File: src/rtl/lpd_pkg.sv
// Package for the length-prefixed deframer: header sizes, result type and
// the byte-insert helper. No dependencies.
`default_nettype none

package lpd_pkg;

  // Header layout: kind bytes first, then length bytes, little-endian
  localparam int unsigned KindBytes   = 4;
  localparam int unsigned LengthBytes = 4;
  localparam int unsigned HdrBytes    = KindBytes + LengthBytes;

  // One result beat
  typedef struct packed {
    logic        body_valid;
    logic [7:0]  body_byte;
    logic [31:0] body_offset;
    logic [31:0] message_kind;
    logic [31:0] message_length;
    logic        message_end;
  } lpd_result_t;

  // Place byte b at little-endian byte position pos of a 32-bit word
  function automatic logic [31:0] put_byte(input logic [31:0] word,
                                           input logic [1:0]  pos,
                                           input logic [7:0]  b);
    logic [31:0] res;
    res = word;
    res[8*pos +: 8] = b;
    return res;
  endfunction

endpackage

`default_nettype wire

File: src/rtl/length_prefixed_deframer.sv
// Length-prefixed message deframer, top level: input register, deframing
// core and result register. Depends on lpd_pkg and lpd_core.
//
// Usage:
//   Input channel: one stream byte per beat on stream_byte_i, with
//   in_valid_i / in_ready_o. Output channel: one result beat per input
//   beat, with out_valid_o / out_ready_i. Each message is a 4-byte kind and
//   a 4-byte length (little-endian, kind first), then length body bytes.
//   Body bytes come out with body_valid_o, their offset and the message's
//   kind and length; message_end_o marks the byte that completes a message
//   (the last header byte for a zero-length message).
//   Path: an accepted byte is held in the input register, then moves into
//   the result register, where its result is presented. Throughput: one
//   byte per cycle while the receiver keeps out_ready_i high; the deframing
//   core updates its state once per byte.
//   Stall: while the receiver holds out_ready_i low, one more byte is
//   taken into the input register, then in_ready_o drops until the result
//   register drains.
//   Reset: both registers empty, the core expects the first header byte.
`default_nettype none

module length_prefixed_deframer (
  input  wire logic        clk_i,
  input  wire logic        rst_ni,
  input  wire logic        in_valid_i,
  output      logic        in_ready_o,
  input  wire logic [7:0]  stream_byte_i,
  output      logic        out_valid_o,
  input  wire logic        out_ready_i,
  output      logic        body_valid_o,
  output      logic [7:0]  body_byte_o,
  output      logic [31:0] body_offset_o,
  output      logic [31:0] message_kind_o,
  output      logic [31:0] message_length_o,
  output      logic        message_end_o
);
  import lpd_pkg::*;

  logic        in_full_q;
  logic [7:0]  in_byte_q;
  logic        out_full_q;
  lpd_result_t out_q;
  lpd_result_t core_result;
  logic        advance;

  // Input register moves into the result register when that slot is free
  assign advance    = in_full_q && (!out_full_q || out_ready_i);
  assign in_ready_o = !in_full_q || advance;

  always_ff @(posedge clk_i or negedge rst_ni) begin
    if (!rst_ni) begin
      in_full_q <= 1'b0;
    end else if (in_ready_o) begin
      in_full_q <= in_valid_i;
    end
  end

  always_ff @(posedge clk_i) begin
    if (in_valid_i && in_ready_o) begin
      in_byte_q <= stream_byte_i;
    end
  end

  lpd_core u_core (
    .clk_i    (clk_i),
    .rst_ni   (rst_ni),
    .step_i   (advance),
    .byte_i   (in_byte_q),
    .result_o (core_result)
  );

  // Result register
  always_ff @(posedge clk_i or negedge rst_ni) begin
    if (!rst_ni) begin
      out_full_q <= 1'b0;
    end else if (advance) begin
      out_full_q <= 1'b1;
    end else if (out_ready_i) begin
      out_full_q <= 1'b0;
    end
  end

  always_ff @(posedge clk_i) begin
    if (advance) begin
      out_q <= core_result;
    end
  end

  assign out_valid_o      = out_full_q;
  assign body_valid_o     = out_q.body_valid;
  assign body_byte_o      = out_q.body_byte;
  assign body_offset_o    = out_q.body_offset;
  assign message_kind_o   = out_q.message_kind;
  assign message_length_o = out_q.message_length;
  assign message_end_o    = out_q.message_end;

endmodule

`default_nettype wire

File: src/rtl/lpd_core.sv
// Deframing state: header gathering, body counting and result generation.
// Depends on lpd_pkg.
`default_nettype none

module lpd_core (
  input  wire logic                clk_i,
  input  wire logic                rst_ni,
  input  wire logic                step_i,
  input  wire logic [7:0]          byte_i,
  output lpd_pkg::lpd_result_t     result_o
);
  import lpd_pkg::*;

  logic        in_body_q, in_body_d;
  logic [31:0] count_q, count_d;
  logic [31:0] kind_q, kind_d;
  logic [31:0] length_q, length_d;
  logic [31:0] kind_base, length_base;
  logic [32:0] count_inc;

  assign count_inc = {1'b0, count_q} + 33'd1;

  // Next state and result for the byte at hand
  always_comb begin
    in_body_d   = in_body_q;
    count_d     = count_inc[31:0];
    kind_d      = kind_q;
    length_d    = length_q;
    kind_base   = kind_q;
    length_base = length_q;
    result_o    = '0;
    if (!in_body_q) begin
      // First header byte clears both fields
      if (count_q == 32'd0) begin
        kind_base   = '0;
        length_base = '0;
      end
      kind_d   = kind_base;
      length_d = length_base;
      if (count_q < 32'(KindBytes)) begin
        kind_d = put_byte(kind_base, count_q[1:0], byte_i);
      end else begin
        length_d = put_byte(length_base, 2'(count_q - 32'(KindBytes)), byte_i);
      end
      if (count_inc >= 33'(HdrBytes)) begin
        count_d                 = '0;
        result_o.message_kind   = kind_d;
        result_o.message_length = length_d;
        if (length_d == 32'd0) begin
          result_o.message_end = 1'b1;
        end else begin
          in_body_d = 1'b1;
        end
      end
    end else begin
      result_o.body_valid     = 1'b1;
      result_o.body_byte      = byte_i;
      result_o.body_offset    = count_q;
      result_o.message_kind   = kind_q;
      result_o.message_length = length_q;
      if (count_inc >= {1'b0, length_q}) begin
        result_o.message_end = 1'b1;
        in_body_d            = 1'b0;
        count_d              = '0;
      end
    end
  end

  // State registers, advanced once per processed byte
  always_ff @(posedge clk_i or negedge rst_ni) begin
    if (!rst_ni) begin
      in_body_q <= 1'b0;
      count_q   <= '0;
      kind_q    <= '0;
      length_q  <= '0;
    end else if (step_i) begin
      in_body_q <= in_body_d;
      count_q   <= count_d;
      kind_q    <= kind_d;
      length_q  <= length_d;
    end
  end

endmodule

`default_nettype wire

File: config.mk
export PLATFORM = sky130hd
export DESIGN_NAME = length_prefixed_deframer
export DESIGN_NICKNAME = d
export VERILOG_FILES = /design/src/rtl/lpd_pkg.sv /design/src/rtl/length_prefixed_deframer.sv /design/src/rtl/lpd_core.sv
export SDC_FILE = /design/constraint.sdc
export NUM_CORES = 1
export LEC_CHECK = 0
export ABC_AREA = 1
export BUFFER_PORTS_ARGS = -buffer_cell sky130_fd_sc_hd__clkbuf_2
export CAP_MARGIN = 15
export CORE_MARGIN = 5
export CORE_UTILIZATION = 55
export CTS_BUF_LIST = sky130_fd_sc_hd__clkbuf_4
export DETAILED_ROUTE_END_ITERATION = 8
export PLACE_DENSITY = 0.81
export SLEW_MARGIN = 20
export SYNTH_ARGS = -nofsm -noshare
export SYNTH_HDL_FRONTEND = slang
export SYNTH_HIERARCHICAL = 1
export SYNTH_SLANG_ARGS = --single-unit
File: constraint.sdc
create_clock -name clk_i -period 17.1 [get_ports clk_i]
set_clock_uncertainty 0.1 [all_clocks]
set_input_delay 0.855 -clock clk_i [delete_from_list [all_inputs] [get_ports clk_i]]
set_output_delay 0.855 -clock clk_i [all_outputs]
set_load 0.01 [all_outputs]
==> metrics.md <==
| Metric | Value |
|---|---|
| Sum Neg Setup Slack | `0 ns` |
| Gr busiest metal | `met2` |
| Max IR drop VDD | `roughly 79 uV` |
| Pwr Density | `150.8 nW/um2` |
| Post-CTS Setup Bufs | `0` |
| Worst Hold Class | `in -> async` |
| Prevailing post-synth register cell | `edfxtp_1` |
| WS Path Type | `reg -> reg` |
| Clock-pin slew on the worst setup and hold paths | `~0.080 ns` |
| R2R depth | `16` |
| Ranking of synthesized cells by area | `edfxtp_1, dfrtp_1, nand2_1` |
| Final Hold Fails | `0` |
| Detailed Route Iter0 Violations | `about 1.3k` |
| DR DRC count | `0` |
| CTS sink cnt | `roughly 210` |
| Root buffer cell | `clkbuf_4` |
| Slew Limit Fails | `0` |
| Avg Cell Area, Syn | `8.133 um2` |
| Required time of the worst setup path | `between 15 and 20 ns` |
| Final setup violation count | `0` |
| Total CTS buffers | `56` |
| Cells after DPL | `between 1.5k and 2k` |
| Initial Util | `between 50 and 60%` |
| Post-synth top cells | `nand2_1, inv_1, o21ai_0, nor2_1, edfxtp_1` |
| Max-cap violations | `0` |
| Global-route wire length before repair | `approximately 51,000 um` |
| Yosys warns | `6` |
| Asr flop ratio synth | `between 40% and 50%` |
| Port bufs | `about 120` |
| Post-CTS sizing | `0` |
| Sequential area share after synthesis | `51.49%` |
| Most common cell in the netlist | `nand2_1` |
| Worst R2R End | `message_end_o$_DFFE_PP_` |
| Total gr overflow | `0` |
| Die H | `154.3 um` |
| CTS HTree Levels | `2` |
| Met1 usage | `35.79%` |
| Leakage | `roughly 0.0060 uW` |
| Via count | `10.35k` |
| GRT Total Usage | `between 20% and 30%` |
| Post-synth EDFFs | `around 110` |
| M2 GR Usage | `40.20%` |
| Worst EP arrival | `approximately 5.0 ns` |
| Clock Latency Late Sink | `0.70 ns` |
| Gpl congestion | `~0.97` |
| Die ar. | `roughly 24,000 um2` |
| Core area | `between 20,000 and 25,000 um2` |
| R2r startpoint | `u_core/count_q[0]$_DFFE_PN0P_` |
| Synthesized cell area | `11,460 um2` |
| Layout cells sized above 1 | `between 10% and 20%` |
| Synth Register Bits | `around 210` |
| Period utilization | `between 20% and 30%` |
| DR WL/cell | `around 17 um` |
| Post-synth top area share | `29.87%` |
| Layout fillers | `around 1.8k` |
| Crit. End Element | `flip-flop` |
| Rel. slew slack | `between 20% and 30%` |
| CTS Buffer Depth | `3` |
| Crit-path max FO | `27` |
| Syn Nets | `1,457` |
| Met3 GRT Util | `7.153%` |
| Maximum clock rate | `220.6 MHz` |
| Fin cells | `approximately 1.8k` |
| TritonCTS clock tree | `built` |
| Critical Path Source Type | `flip-flop` |
| Top cell type by total area after synthesis | `edfxtp_1` |
| Final worst-path setup slack | `12.57 ns` |
| Synth Instances | `approximately 1.4k` |
| Antenna-violating nets left | `0` |
| Outcome | `finished clean` |
| Final Net Count | `roughly 1.6k` |
| IO Pins | `120` |
| Largest net degree at the start of global routing | `160` |
| Hold Buf Count CTS | `0` |
| DP Worst Slack | `about 13 ns` |
| RSZ-0062 raised after global routing | `false` |
| Cell variety after synth | `36` |
| Final wirelength | `slightly above 30,000 um` |
| Final min period | `approximately 4.5 ns` |
| Vias in the first global route | `approximately 10k` |
| Number of vias per cell | `5.609` |
| Worst Max-Slew Pin Slew | `~1.1 ns` |
| HPWL Detailed | `about 21,000 um` |
| Num rows | `52` |
| Antenna violations before repair | `1` |
| P&R area growth vs syn | `12.71%` |
| Die W | `about 150 um` |
| DR pass1 iterations | `6` |
| Reg2reg setup slack | `~13 ns` |
-- metrics by stage --
step	total power (uW)	hold WS, ns	utilization [%]	cell area, um2
2_1_floorplan	1276	0.3530	-	11460
3_3_place_gp	1475	0.3645	59.86	12190
3_5_place_dp	1495	0.3730	59.87	12190
4_1_cts	1942	0.03785	63.40	12910
5_1_grt	2091	0.08128	63.42	12920
6_report	1948	0.05789	63.42	12920
-- power by group --
group	internal, uW	total, uW	switching, uW
Clock	228	440	212
Sequential	669	740	71.1
Combinational	216	767	552
Total	1110	1950	835
-- how the worst max path moves through the flow --
stage                                  start                         endpoint  slack, ns  cells past startpoint
6_report       u_core/count_q[0]$_DFFE_PN0P_          message_end_o$_DFFE_PP_      12.57                     16
5_1_grt        u_core/count_q[0]$_DFFE_PN0P_          message_end_o$_DFFE_PP_      12.21                     16
4_1_cts        u_core/count_q[0]$_DFFE_PN0P_          message_end_o$_DFFE_PP_      12.79                     16
3_5_place_dp   u_core/count_q[0]$_DFFE_PN0P_      message_kind_o[1]$_DFFE_PP_      12.85                     14
3_3_place_gp   u_core/count_q[0]$_DFFE_PN0P_          message_end_o$_DFFE_PP_      12.96                     16
2_1_floorplan                    out_ready_i  u_core/length_q[10]$_DFFE_PN0P_       9.60                      9
-- cell families after synthesis --
logic type                 synth area share, %
and+or+nand+nor                          24.07
AOI/OAI and AO/OA                        11.75
buffers and inverters                    8.451
DFF                                      51.49
adders and majority gates                3.931
xor gates and xnor gates                0.3057
-- critical path, stage by stage (launching register included) --
cell     delay (ns)
dfrtp_1        0.60
inv_2          0.25
ha_1           0.63
nand2_1        0.11
nor2_1         0.13
nand2_1        0.14
nor2_2         0.83
inv_2          0.48
nand2_1        0.16
nand2_1        0.07
nand2_1        0.11
nand2_1        0.07
nor2_1         0.11
nand2_1        0.06
nor2_1         0.17
nand2_1        0.15
a21oi_1        0.17
-- final cells by class --
class / count / area (um2) / share of cell area [%]
Antenna cell: 2 / 5.005 / 0.03875
Clock inverter: 18 / 80.08 / 0.6200
Clock buffer: 85 / 638.1 / 4.940
Inverter: 182 / 685.7 / 5.309
Tap cell: 270 / 337.8 / 2.616
Timing Repair Buffer: 126 / 663.1 / 5.134
Sequential cell: 213 / 5902 / 45.69
Multi-Input combinational cell: 949 / 4604 / 35.65
-- flip-flops by register name, summed over array words and instances (netlist names) --
name and flops:
out_valid_o 1, body_valid_o 1, u_core/length_q 32, u_core/count_q 32
message_length_o 32, message_kind_o 32, message_end_o 1, body_offset_o 32
u_core/kind_q 32, body_byte_o 8, in_full_q 1, in_byte_q 8
u_core/in_body_q 1
-- placed cells by master (no fill, tap or decap), drive strengths merged --
master / Yosys / layout
o21ai: 172 / 172
o21bai: 6 / 6
a31oi: 12 / 12
o21a: 1 / 1
a21boi: 1 / 1
nand4: 34 / 34
a21oi: 27 / 27
o22ai: 26 / 26
nand3: 75 / 75
and3: 1 / 1
clkbuf: 39 / 203
ha: 36 / 36
nand2: 377 / 377
dfrtp: 99 / 99
nand3b: 2 / 2
a32oi: 3 / 3
edfxtp: 114 / 114
inv: 181 / 183
buf: 26 / 8
nor2: 160 / 160
or2: 1 / 1
diode: 0 / 2
clkinv: 1 / 17
nor3: 7 / 7
a22oi: 2 / 2
nor3b: 2 / 2
xor2: 4 / 4
-- routing by layer --
metal | part of all wire (%) | routed length (um) | up-vias
li1 | - | - | 4919
met2 | 45 | 13930 | 584
met5 | 0 | 0 | -
met1 | 42 | 12890 | 4762
met4 | 2.9 | 894 | 0
met3 | 11 | 3280 | 83
(Power assumes the default switching activity.)
